$ cat config.mk
export PLATFORM = sky130hd
export DESIGN_NAME = sensor_array_bearing_centroid
export DESIGN_NICKNAME = d
export VERILOG_FILES = /design/src/hw/rtl/sabc_pkg.sv /design/src/hw/rtl/sensor_array_bearing_centroid.sv /design/src/hw/rtl/sabc_lane.sv /design/src/hw/rtl/sabc_merge.sv /design/src/hw/rtl/sabc_divider.sv
export SDC_FILE = /design/constraint.sdc
export NUM_CORES = 2
export LEC_CHECK = 0
export BUFFER_PORTS_ARGS = -buffer_cell sky130_fd_sc_hd__buf_4
export CAP_MARGIN = 20
export CORE_MARGIN = 2
export CORE_UTILIZATION = 55
export CTS_BUF_LIST = sky130_fd_sc_hd__clkbuf_16
export DETAILED_ROUTE_END_ITERATION = 8
export GPL_TIMING_DRIVEN = 0
export PLACE_DENSITY = 0.74
export SLEW_MARGIN = 10
export SYNTH_ARGS = -nofsm -noshare
export SYNTH_HDL_FRONTEND = slang
export SYNTH_SLANG_ARGS = --single-unit
$ cat constraint.sdc
create_clock -name clk -period 7.2 [get_ports clk]
set_clock_uncertainty 0.1 [all_clocks]
set_input_delay 0.72 -clock clk [delete_from_list [all_inputs] [get_ports clk]]
set_output_delay 0.72 -clock clk [all_outputs]
set_load 0.01 [all_outputs]
$ cat src/hw/rtl/sabc_pkg.sv
package sabc_pkg;

  // Sample width of the converter front end.
  localparam int SAMPLE_BITS = 10;
  localparam int NUM_SENSORS = 7;

  // Register widths.
  localparam int THRESH_W   = 10;
  localparam int PRES_W     = 13;
  localparam int WEIGHT_W   = 10;
  localparam int CFG_DATA_W = 13;
  localparam int CFG_IDX_W  = 3;

  // Datapath widths.
  localparam int TOTAL_W     = SAMPLE_BITS + 3;
  localparam int PROD_W      = SAMPLE_BITS + WEIGHT_W;
  localparam int MAG_W       = PROD_W + 2;
  localparam int SUM_W       = MAG_W + 1;
  localparam int QUOT_W      = 10;
  localparam int BEARING_W   = 11;
  localparam int OUT_TOTAL_W = 13;
  localparam int TCMP_W      = (SAMPLE_BITS > THRESH_W) ? SAMPLE_BITS : THRESH_W;
  localparam int CMP_W       = ((TOTAL_W > OUT_TOTAL_W) ? TOTAL_W : OUT_TOTAL_W) + 1;

  // Lanes subject to the low cut (left front, rear, right front, right spike).
  localparam logic [NUM_SENSORS-1:0] LANE_CUT = 7'b0111100;
  // Lanes whose bearing lies on the left and is negated.
  localparam logic [NUM_SENSORS-1:0] LANE_NEG = 7'b0000011;

  // Register reset values.
  localparam logic [THRESH_W-1:0] RST_LOW_CUT  = 10'd93;
  localparam logic [PRES_W-1:0]   RST_PRESENCE = 13'd5;
  localparam logic [WEIGHT_W-1:0] RST_WIDE     = 10'd246;
  localparam logic [WEIGHT_W-1:0] RST_SPIKE    = 10'd123;
  localparam logic [WEIGHT_W-1:0] RST_BACK     = 10'd804;

  typedef enum logic [CFG_IDX_W-1:0] {
    CFG_LOW_CUT  = 3'd0,
    CFG_PRESENCE = 3'd1,
    CFG_WIDE     = 3'd2,
    CFG_SPIKE    = 3'd3,
    CFG_BACK     = 3'd4
  } cfg_reg_t;

  typedef struct packed {
    logic [SAMPLE_BITS-1:0] wide_left;
    logic [SAMPLE_BITS-1:0] left_spike;
    logic [SAMPLE_BITS-1:0] left_front;
    logic [SAMPLE_BITS-1:0] rear;
    logic [SAMPLE_BITS-1:0] right_front;
    logic [SAMPLE_BITS-1:0] right_spike;
    logic [SAMPLE_BITS-1:0] wide_right;
  } in_item_t;

  typedef struct packed {
    logic signed [BEARING_W-1:0] bearing;
    logic                        target_seen;
    logic [OUT_TOTAL_W-1:0]      sample_total;
  } out_item_t;

  // Merged lane results handed to the divider.
  typedef struct packed {
    logic signed [SUM_W-1:0] sum;
    logic [TOTAL_W-1:0]      total;
    logic                    seen;
    logic [OUT_TOTAL_W-1:0]  total_sat;
  } merge_t;

  // One stage of the divider pipeline.
  typedef struct packed {
    logic [MAG_W-1:0]       rem;
    logic [TOTAL_W-1:0]     total;
    logic                   nz;
    logic                   neg;
    logic [QUOT_W-1:0]      quot;
    logic                   seen;
    logic [OUT_TOTAL_W-1:0] total_sat;
  } div_stage_t;

endpackage

$ cat src/hw/rtl/sensor_array_bearing_centroid.sv
// Bearing estimate from one scan of a seven-sensor light array. Each item is a
// scan of seven samples; the block returns exactly one result per item, the
// weighted mean bearing in Q8 radians (zero when all samples are zero), the
// presence flag and the thresholded sample total. The block takes a new item
// in every cycle and never raises busy. Each result appears on out_item for
// exactly one cycle, marked by out_valid, after the item passes the sensor
// lanes, the merging adder tree, the sign split, the pipelined restoring
// divider (one quotient bit per stage) and the output register. The receiver
// cannot stall the block, so it must take every strobed result. Configuration
// registers may be written only while no item is in flight.

module sensor_array_bearing_centroid (
  input  logic                             clk,
  input  logic                             rst_n,
  input  logic                             start,
  output logic                             busy,
  input  sabc_pkg::in_item_t               in_item,
  output logic                             out_valid,
  output sabc_pkg::out_item_t              out_item,
  input  logic                             cfg_we,
  input  logic [sabc_pkg::CFG_IDX_W-1:0]   cfg_index,
  input  logic [sabc_pkg::CFG_DATA_W-1:0]  cfg_wdata
);
  import sabc_pkg::*;

  localparam int LATENCY = 1 + 2 + 1 + QUOT_W + 1;

  // Configuration registers.
  logic [THRESH_W-1:0] low_cut_r;
  logic [PRES_W-1:0]   presence_r;
  logic [WEIGHT_W-1:0] wide_w_r;
  logic [WEIGHT_W-1:0] spike_w_r;
  logic [WEIGHT_W-1:0] back_w_r;

  logic [SAMPLE_BITS-1:0] samp        [NUM_SENSORS];
  logic [WEIGHT_W-1:0]    lane_weight [NUM_SENSORS];
  logic [SAMPLE_BITS-1:0] lane_samp   [NUM_SENSORS];
  logic [PROD_W-1:0]      lane_prod   [NUM_SENSORS];
  logic                   lane_vld_r;
  logic                   merge_vld;
  merge_t                 merge_data;

  // Every cycle can take an item.
  assign busy = 1'b0;

  always_ff @(posedge clk) begin
    if (!rst_n) begin
      low_cut_r  <= RST_LOW_CUT;
      presence_r <= RST_PRESENCE;
      wide_w_r   <= RST_WIDE;
      spike_w_r  <= RST_SPIKE;
      back_w_r   <= RST_BACK;
    end else if (cfg_we) begin
      unique case (cfg_reg_t'(cfg_index))
        CFG_LOW_CUT:  low_cut_r  <= cfg_wdata[THRESH_W-1:0];
        CFG_PRESENCE: presence_r <= cfg_wdata[PRES_W-1:0];
        CFG_WIDE:     wide_w_r   <= cfg_wdata[WEIGHT_W-1:0];
        CFG_SPIKE:    spike_w_r  <= cfg_wdata[WEIGHT_W-1:0];
        CFG_BACK:     back_w_r   <= cfg_wdata[WEIGHT_W-1:0];
        default: begin
        end
      endcase
    end
  end

  // Sensor order across the array, left to right around the back.
  assign samp[0] = in_item.wide_left;
  assign samp[1] = in_item.left_spike;
  assign samp[2] = in_item.left_front;
  assign samp[3] = in_item.rear;
  assign samp[4] = in_item.right_front;
  assign samp[5] = in_item.right_spike;
  assign samp[6] = in_item.wide_right;

  // Bearing magnitudes per lane; the front sensors sit on the axis and carry
  // no weight. The left sign is applied in the merge.
  assign lane_weight[0] = wide_w_r;
  assign lane_weight[1] = spike_w_r;
  assign lane_weight[2] = '0;
  assign lane_weight[3] = back_w_r;
  assign lane_weight[4] = '0;
  assign lane_weight[5] = spike_w_r;
  assign lane_weight[6] = wide_w_r;

  for (genvar g = 0; g < NUM_SENSORS; g++) begin : g_lane
    sabc_lane #(
      .CUT_EN (LANE_CUT[g])
    ) u_lane (
      .clk       (clk),
      .sample    (samp[g]),
      .threshold (low_cut_r),
      .weight    (lane_weight[g]),
      .sample_r  (lane_samp[g]),
      .prod_r    (lane_prod[g])
    );
  end

  always_ff @(posedge clk) begin
    if (!rst_n) begin
      lane_vld_r <= 1'b0;
    end else begin
      lane_vld_r <= start && !busy;
    end
  end

  sabc_merge u_merge (
    .clk          (clk),
    .rst_n        (rst_n),
    .in_valid     (lane_vld_r),
    .prod         (lane_prod),
    .samp         (lane_samp),
    .presence_min (presence_r),
    .out_valid    (merge_vld),
    .merge_r      (merge_data)
  );

  sabc_divider u_divider (
    .clk       (clk),
    .rst_n     (rst_n),
    .in_valid  (merge_vld),
    .in_data   (merge_data),
    .out_valid (out_valid),
    .out_item  (out_item)
  );

  // Every accepted item yields its result after the fixed pipeline latency.
  a_latency: assert property (@(posedge clk) disable iff (!rst_n)
    start |-> ##LATENCY out_valid)
    else $error("result missing after pipeline latency");

  // An empty scan must report a zero bearing.
  a_zero_total: assert property (@(posedge clk) disable iff (!rst_n)
    (out_valid && (out_item.sample_total == '0)) |-> (out_item.bearing == '0))
    else $error("nonzero bearing for zero total");

  // A weighted mean of 10-bit weights never reaches the most negative code.
  a_bearing_range: assert property (@(posedge clk) disable iff (!rst_n)
    out_valid |-> (out_item.bearing != {1'b1, {(BEARING_W - 1){1'b0}}}))
    else $error("bearing out of range");

endmodule

$ cat src/hw/rtl/sabc_lane.sv
module sabc_lane #(
  parameter bit CUT_EN = 1'b0
) (
  input  logic                            clk,
  input  logic [sabc_pkg::SAMPLE_BITS-1:0] sample,
  input  logic [sabc_pkg::THRESH_W-1:0]    threshold,
  input  logic [sabc_pkg::WEIGHT_W-1:0]    weight,
  output logic [sabc_pkg::SAMPLE_BITS-1:0] sample_r,
  output logic [sabc_pkg::PROD_W-1:0]      prod_r
);
  import sabc_pkg::*;

  logic [SAMPLE_BITS-1:0] sample_nxt;
  logic [PROD_W-1:0]      prod_nxt;

  // A cut lane drops samples strictly below the threshold.
  always_comb begin
    sample_nxt = sample;
    if (CUT_EN && (TCMP_W'(sample) < TCMP_W'(threshold))) begin
      sample_nxt = '0;
    end
    prod_nxt = PROD_W'(sample_nxt) * PROD_W'(weight);
  end

  always_ff @(posedge clk) begin
    sample_r <= sample_nxt;
    prod_r   <= prod_nxt;
  end

endmodule

$ cat src/hw/rtl/sabc_merge.sv
module sabc_merge (
  input  logic                             clk,
  input  logic                             rst_n,
  input  logic                             in_valid,
  input  logic [sabc_pkg::PROD_W-1:0]      prod [sabc_pkg::NUM_SENSORS],
  input  logic [sabc_pkg::SAMPLE_BITS-1:0] samp [sabc_pkg::NUM_SENSORS],
  input  logic [sabc_pkg::PRES_W-1:0]      presence_min,
  output logic                             out_valid,
  output sabc_pkg::merge_t                 merge_r
);
  import sabc_pkg::*;

  logic signed [SUM_W-1:0] term [NUM_SENSORS];
  logic signed [SUM_W-1:0] psum_nxt [4];
  logic signed [SUM_W-1:0] psum_r [4];
  logic [TOTAL_W-1:0]      tsum_nxt [4];
  logic [TOTAL_W-1:0]      tsum_r [4];
  logic                    vld_a_r;
  merge_t                  merge_nxt;
  logic signed [SUM_W-1:0] sum_b;
  logic [TOTAL_W-1:0]      total_b;

  // Left lanes carry a negative bearing.
  always_comb begin
    for (int i = 0; i < NUM_SENSORS; i++) begin
      term[i] = $signed({{(SUM_W - PROD_W){1'b0}}, prod[i]});
      if (LANE_NEG[i]) begin
        term[i] = -term[i];
      end
    end
    psum_nxt[0] = term[0] + term[1];
    psum_nxt[1] = term[2] + term[3];
    psum_nxt[2] = term[4] + term[5];
    psum_nxt[3] = term[6];
    tsum_nxt[0] = TOTAL_W'(samp[0]) + TOTAL_W'(samp[1]);
    tsum_nxt[1] = TOTAL_W'(samp[2]) + TOTAL_W'(samp[3]);
    tsum_nxt[2] = TOTAL_W'(samp[4]) + TOTAL_W'(samp[5]);
    tsum_nxt[3] = TOTAL_W'(samp[6]);
  end

  always_comb begin
    sum_b   = psum_r[0] + psum_r[1] + psum_r[2] + psum_r[3];
    total_b = tsum_r[0] + tsum_r[1] + tsum_r[2] + tsum_r[3];
    merge_nxt.sum   = sum_b;
    merge_nxt.total = total_b;
    merge_nxt.seen  = CMP_W'(total_b) > CMP_W'(presence_min);
    if (CMP_W'(total_b) > CMP_W'({OUT_TOTAL_W{1'b1}})) begin
      merge_nxt.total_sat = {OUT_TOTAL_W{1'b1}};
    end else begin
      merge_nxt.total_sat = OUT_TOTAL_W'(total_b);
    end
  end

  always_ff @(posedge clk) begin
    psum_r  <= psum_nxt;
    tsum_r  <= tsum_nxt;
    merge_r <= merge_nxt;
  end

  always_ff @(posedge clk) begin
    if (!rst_n) begin
      vld_a_r   <= 1'b0;
      out_valid <= 1'b0;
    end else begin
      vld_a_r   <= in_valid;
      out_valid <= vld_a_r;
    end
  end

endmodule

$ cat src/hw/rtl/sabc_divider.sv
module sabc_divider (
  input  logic                clk,
  input  logic                rst_n,
  input  logic                in_valid,
  input  sabc_pkg::merge_t    in_data,
  output logic                out_valid,
  output sabc_pkg::out_item_t out_item
);
  import sabc_pkg::*;

  div_stage_t                   st_r   [QUOT_W+1];
  div_stage_t                   st_nxt [QUOT_W+1];
  logic                         vld_r  [QUOT_W+1];
  logic [MAG_W-1:0]             dvs    [QUOT_W];
  logic                         take   [QUOT_W];
  logic signed [BEARING_W-1:0]  q_ext;
  out_item_t                    out_nxt;

  // Sign and magnitude split, then one quotient bit per stage, most
  // significant first. The quotient of a weighted mean stays below 2^10,
  // so ten restoring steps suffice.
  always_comb begin
    st_nxt[0].rem       = in_data.sum[SUM_W-1] ? MAG_W'(-in_data.sum) : MAG_W'(in_data.sum);
    st_nxt[0].total     = in_data.total;
    st_nxt[0].nz        = in_data.total != '0;
    st_nxt[0].neg       = in_data.sum[SUM_W-1];
    st_nxt[0].quot      = '0;
    st_nxt[0].seen      = in_data.seen;
    st_nxt[0].total_sat = in_data.total_sat;
    for (int j = 0; j < QUOT_W; j++) begin
      dvs[j]       = MAG_W'(st_r[j].total) << (QUOT_W - 1 - j);
      take[j]      = st_r[j].nz && (st_r[j].rem >= dvs[j]);
      st_nxt[j+1]  = st_r[j];
      if (take[j]) begin
        st_nxt[j+1].rem = st_r[j].rem - dvs[j];
        st_nxt[j+1].quot[QUOT_W-1-j] = 1'b1;
      end
    end
  end

  always_comb begin
    q_ext = $signed({{(BEARING_W - QUOT_W){1'b0}}, st_r[QUOT_W].quot});
    out_nxt.bearing      = st_r[QUOT_W].neg ? -q_ext : q_ext;
    out_nxt.target_seen  = st_r[QUOT_W].seen;
    out_nxt.sample_total = st_r[QUOT_W].total_sat;
  end

  always_ff @(posedge clk) begin
    st_r     <= st_nxt;
    out_item <= out_nxt;
  end

  always_ff @(posedge clk) begin
    if (!rst_n) begin
      for (int j = 0; j <= QUOT_W; j++) begin
        vld_r[j] <= 1'b0;
      end
      out_valid <= 1'b0;
    end else begin
      vld_r[0] <= in_valid;
      for (int j = 0; j < QUOT_W; j++) begin
        vld_r[j+1] <= vld_r[j];
      end
      out_valid <= vld_r[QUOT_W];
    end
  end

endmodule

==> results_dict.tcl <==
set metrics [dict create \
    status "completed" \
    final_layout_size_suffix_gt1_frac 0.0733 \
    timing.fmax_ghz 0.144 \
    clock-sinks 876 \
    critPathSlowestCell "fa_1" \
    final.period_utilization 0.964 \
    ant_nets 0 \
    syn-num-nets 6159 \
    htree_levels 3 \
    grt_max_degree 17 \
    critPathMaxFanout 10 \
    p_per_area_mw_per_mm2 539 \
    yosysTopAreaCellShare 0.348 \
    synth_edf_count 0 \
    startpoint_type "flip-flop" \
    synthFlopType "dfxtp_1" \
    dieArea_mm2 0.0941 \
    crit_type "reg -> reg" \
    yosys_warnings 0 \
    fp.dieW_um 307 \
    viasPerCell 5.49 \
    async_flop_share 0 \
    numCtsBuffers 89 \
    pwr-share-clk 0.161 \
    tightest_slew_ns 0.846 \
    insertion_delay_ns 0.65 \
    core_area_mm2 0.0912 \
    nNetsFinal 6365 \
    reg2reg_slack_ns 0.26 \
    drcViolationCount 0 \
    drtPass1Iterations 6 \
    drt-total-wl_um 120000 \
    clockBufferDepth 3 \
    synth_seq_cells 876 \
    p_leak_uw 0.0268 \
    die_y_um 307 \
    layout_commonest_cell "dfxtp_1" \
    setup_viol 0 \
    slew_headroom 0.436 \
    layout_common_cells "dfxtp_1 (875), inv_1 (633), ha_1 (559), nand2_1 (469), fa_1 (384)" \
    syn2layout_area_growth_pct 11.1 \
    maxCapViolCount 0 \
    synthTopCellsByArea "dfxtp_1 (35%), fa_1 (15%), ha_1 (14%)" \
    cp_data_arrival_time_ns 7.39 \
    power_switching_uw 12500 \
    wl_per_cell_um 18.2 \
    hold_viol 0 \
    syn-mean-instance-area_um2 9.84 \
    start_util 0.553 \
    cpPeakStageDelay_ns 0.55 \
    period_minus_slack_ns 6.94 \
    cp.required_ns 7.65 \
    tns_ns 0 \
    hold_path_class "in -> reg" \
    grt_usage 0.256 \
    clock-root-buffer "clkbuf_16" \
    worstSetupEndpointType "flip-flop" \
    final_util 0.614 \
    intPower_uw 17700 \
    combPwrFrac 0.567 \
    tritoncts "built" \
    diodes 0 \
    synth_area_mm2 0.0504 \
    rsz0062_at_grt "yes" \
    drt_iter0_markers 2270 \
    sw_frac_of_total 0.414 \
    antenna_found_initial 2 \
    clk_pin_slew_ns 0.07 \
    grt_pass1_wl_um 190000 \
    grt-ovfl-total 0 \
    yosysTopAreaCell "dfxtp_1" \
    synth-seq-area-share 0.348 \
    ir_worst_vdd_mv 0.464 \
    power.share.sequential 0.272 \
    fp-row-count 111 \
    drv_slew 0 \
    place_congestion 0.917 \
    ioPinCount 117 \
    dr_total_vias 36100 \
    syn-instance-count 5124 \
    dp_hpwl_um 94600 \
    synth.distinct_cells 89 \
    grt_pass1_vias 36600 \
    portBuffers 113 \
]
[cells by family (layout without fill, tap and decap cells)]
family                     after synthesis  after routing  share of synthesized area
and+or+nand+nor                       1424           1424                      0.142
AOI/OAI and AO/OA                      756            756                     0.0971
adders and majority gates              945            945                      0.292
other                                    1              1                  0.0000744
buffers and inverters                  799           1078                     0.0628
muxes                                   45             45                    0.00985
DFF                                    876            876                      0.348
xor gates and xnor gates               278            278                     0.0483
[worst max-delay path: cells and delay by family, from the launching register on]
kind,cells,cell delay (ns)
buffers and inverters,7,0.79
AND/OR/NAND/NOR,1,0.20
XOR/XNOR,1,0.17
AO/OA/AOI/OAI,12,2.26
adder cells (fa/ha/maj),7,3.02
flip-flops,1,0.29
[power by group through the flow]
stage	combinational [µW]	clock (µW)	sequential [µW]
after floorplan	13200	0	7830
after global placement	16400	0	8300
after detailed placement	16800	0	8340
after CTS	17000	4960	8250
after global routing	19300	5160	8400
final	17100	4870	8220
[metal layers]
metal  vias up  global-route usage  share of wire
met2      1036               0.441           0.49
met1     17400               0.313           0.41
li1      17400                   -              -
met3       294              0.0340          0.052
met5         -                   0        0.00011
met4         2               0.132          0.055
[what timing repair did]
item                       CTS  global route
setup endpoints to repair    5             7
hold buffers                 0             0
cloned                       0             0
resized for setup            9            33
pin swaps                    2             8
setup buffers                0             3
[area by class of cell]
class,count,area (µm²)
Tap cell,1186,1480
Timing Repair Buffer,116,871
Multi-Input combinational cell,3449,29900
Clock buffer,91,2280
Fill cell,7528,35200
Inverter,628,2360
Buffer,170,815
Sequential cell,876,17500
Clock inverter,73,823
[flip-flops by register name, indices dropped and copies added, names as in the netlist, 11 cells and up]
register                flops
u_divider.vld_r            11
presence_r                 13
u_merge.tsum_r             43
u_divider.out_item         25
g_lane.u_lane.prod_r      100
u_divider.st_r            221
u_divider.st_nxt           75
u_merge.psum_r             83
u_merge.merge_r            37
u_divider.out_nxt          14
g_lane.u_lane.sample_r     70
u_divider.dvs             130
[final timing paths]
kind / start / to / cells after the start
worst max-delay path: low_cut_r[2]$_SDFFE_PN1P_ / g_lane[3].u_lane.prod_r[18]$_DFF_P_ / 28
worst min-delay path: in_item[2] / g_lane[6].u_lane.sample_r[2]$_DFF_P_ / 1
worst max register to register: low_cut_r[2]$_SDFFE_PN1P_ / g_lane[3].u_lane.prod_r[18]$_DFF_P_ / 28
worst min register to register: g_lane[5].u_lane.prod_r[12]$_DFF_P_ / u_merge.psum_r[35]$_DFF_P_ / 0
[cells in the mapped netlist, types with 28 or more instances]
| cell | instances |
|---|---|
| a21boi_0 | 44 |
| a21o_1 | 86 |
| a21oi_1 | 166 |
| a31oi_1 | 29 |
| and2_1 | 188 |
| and3_1 | 154 |
| clkbuf_1 | 131 |
| dfxtp_1 | 876 |
| fa_1 | 384 |
| ha_1 | 561 |
| inv_1 | 627 |
| mux2_2 | 37 |
| nand2_1 | 470 |
| nand2b_1 | 41 |
| nand3_1 | 133 |
| nor2_1 | 181 |
| nor2b_1 | 43 |
| nor3_1 | 64 |
| nor4_1 | 31 |
| o21a_1 | 29 |
| o21ai_0 | 216 |
| o21bai_1 | 29 |
| o31ai_1 | 28 |
| xnor2_1 | 187 |
| xor2_1 | 91 |
[per-stage QoR]
step           instance area, µm²  total power, µW  hold WS, ns  cells  setup slack, ns
2_1_floorplan               50400            21000        0.210   5124            0.138
4_1_cts                     55900            30200       0.0372   6587           0.0127
5_1_grt                     56000            32900       0.0497   6589          -0.0211
6_report                    56000            30200       0.0709   6589            0.263
3_3_place_gp                52800            24700        0.210   6423           -0.421
3_5_place_dp                52800            25100        0.212   6423           -0.567
(Power assumes the default switching activity.)
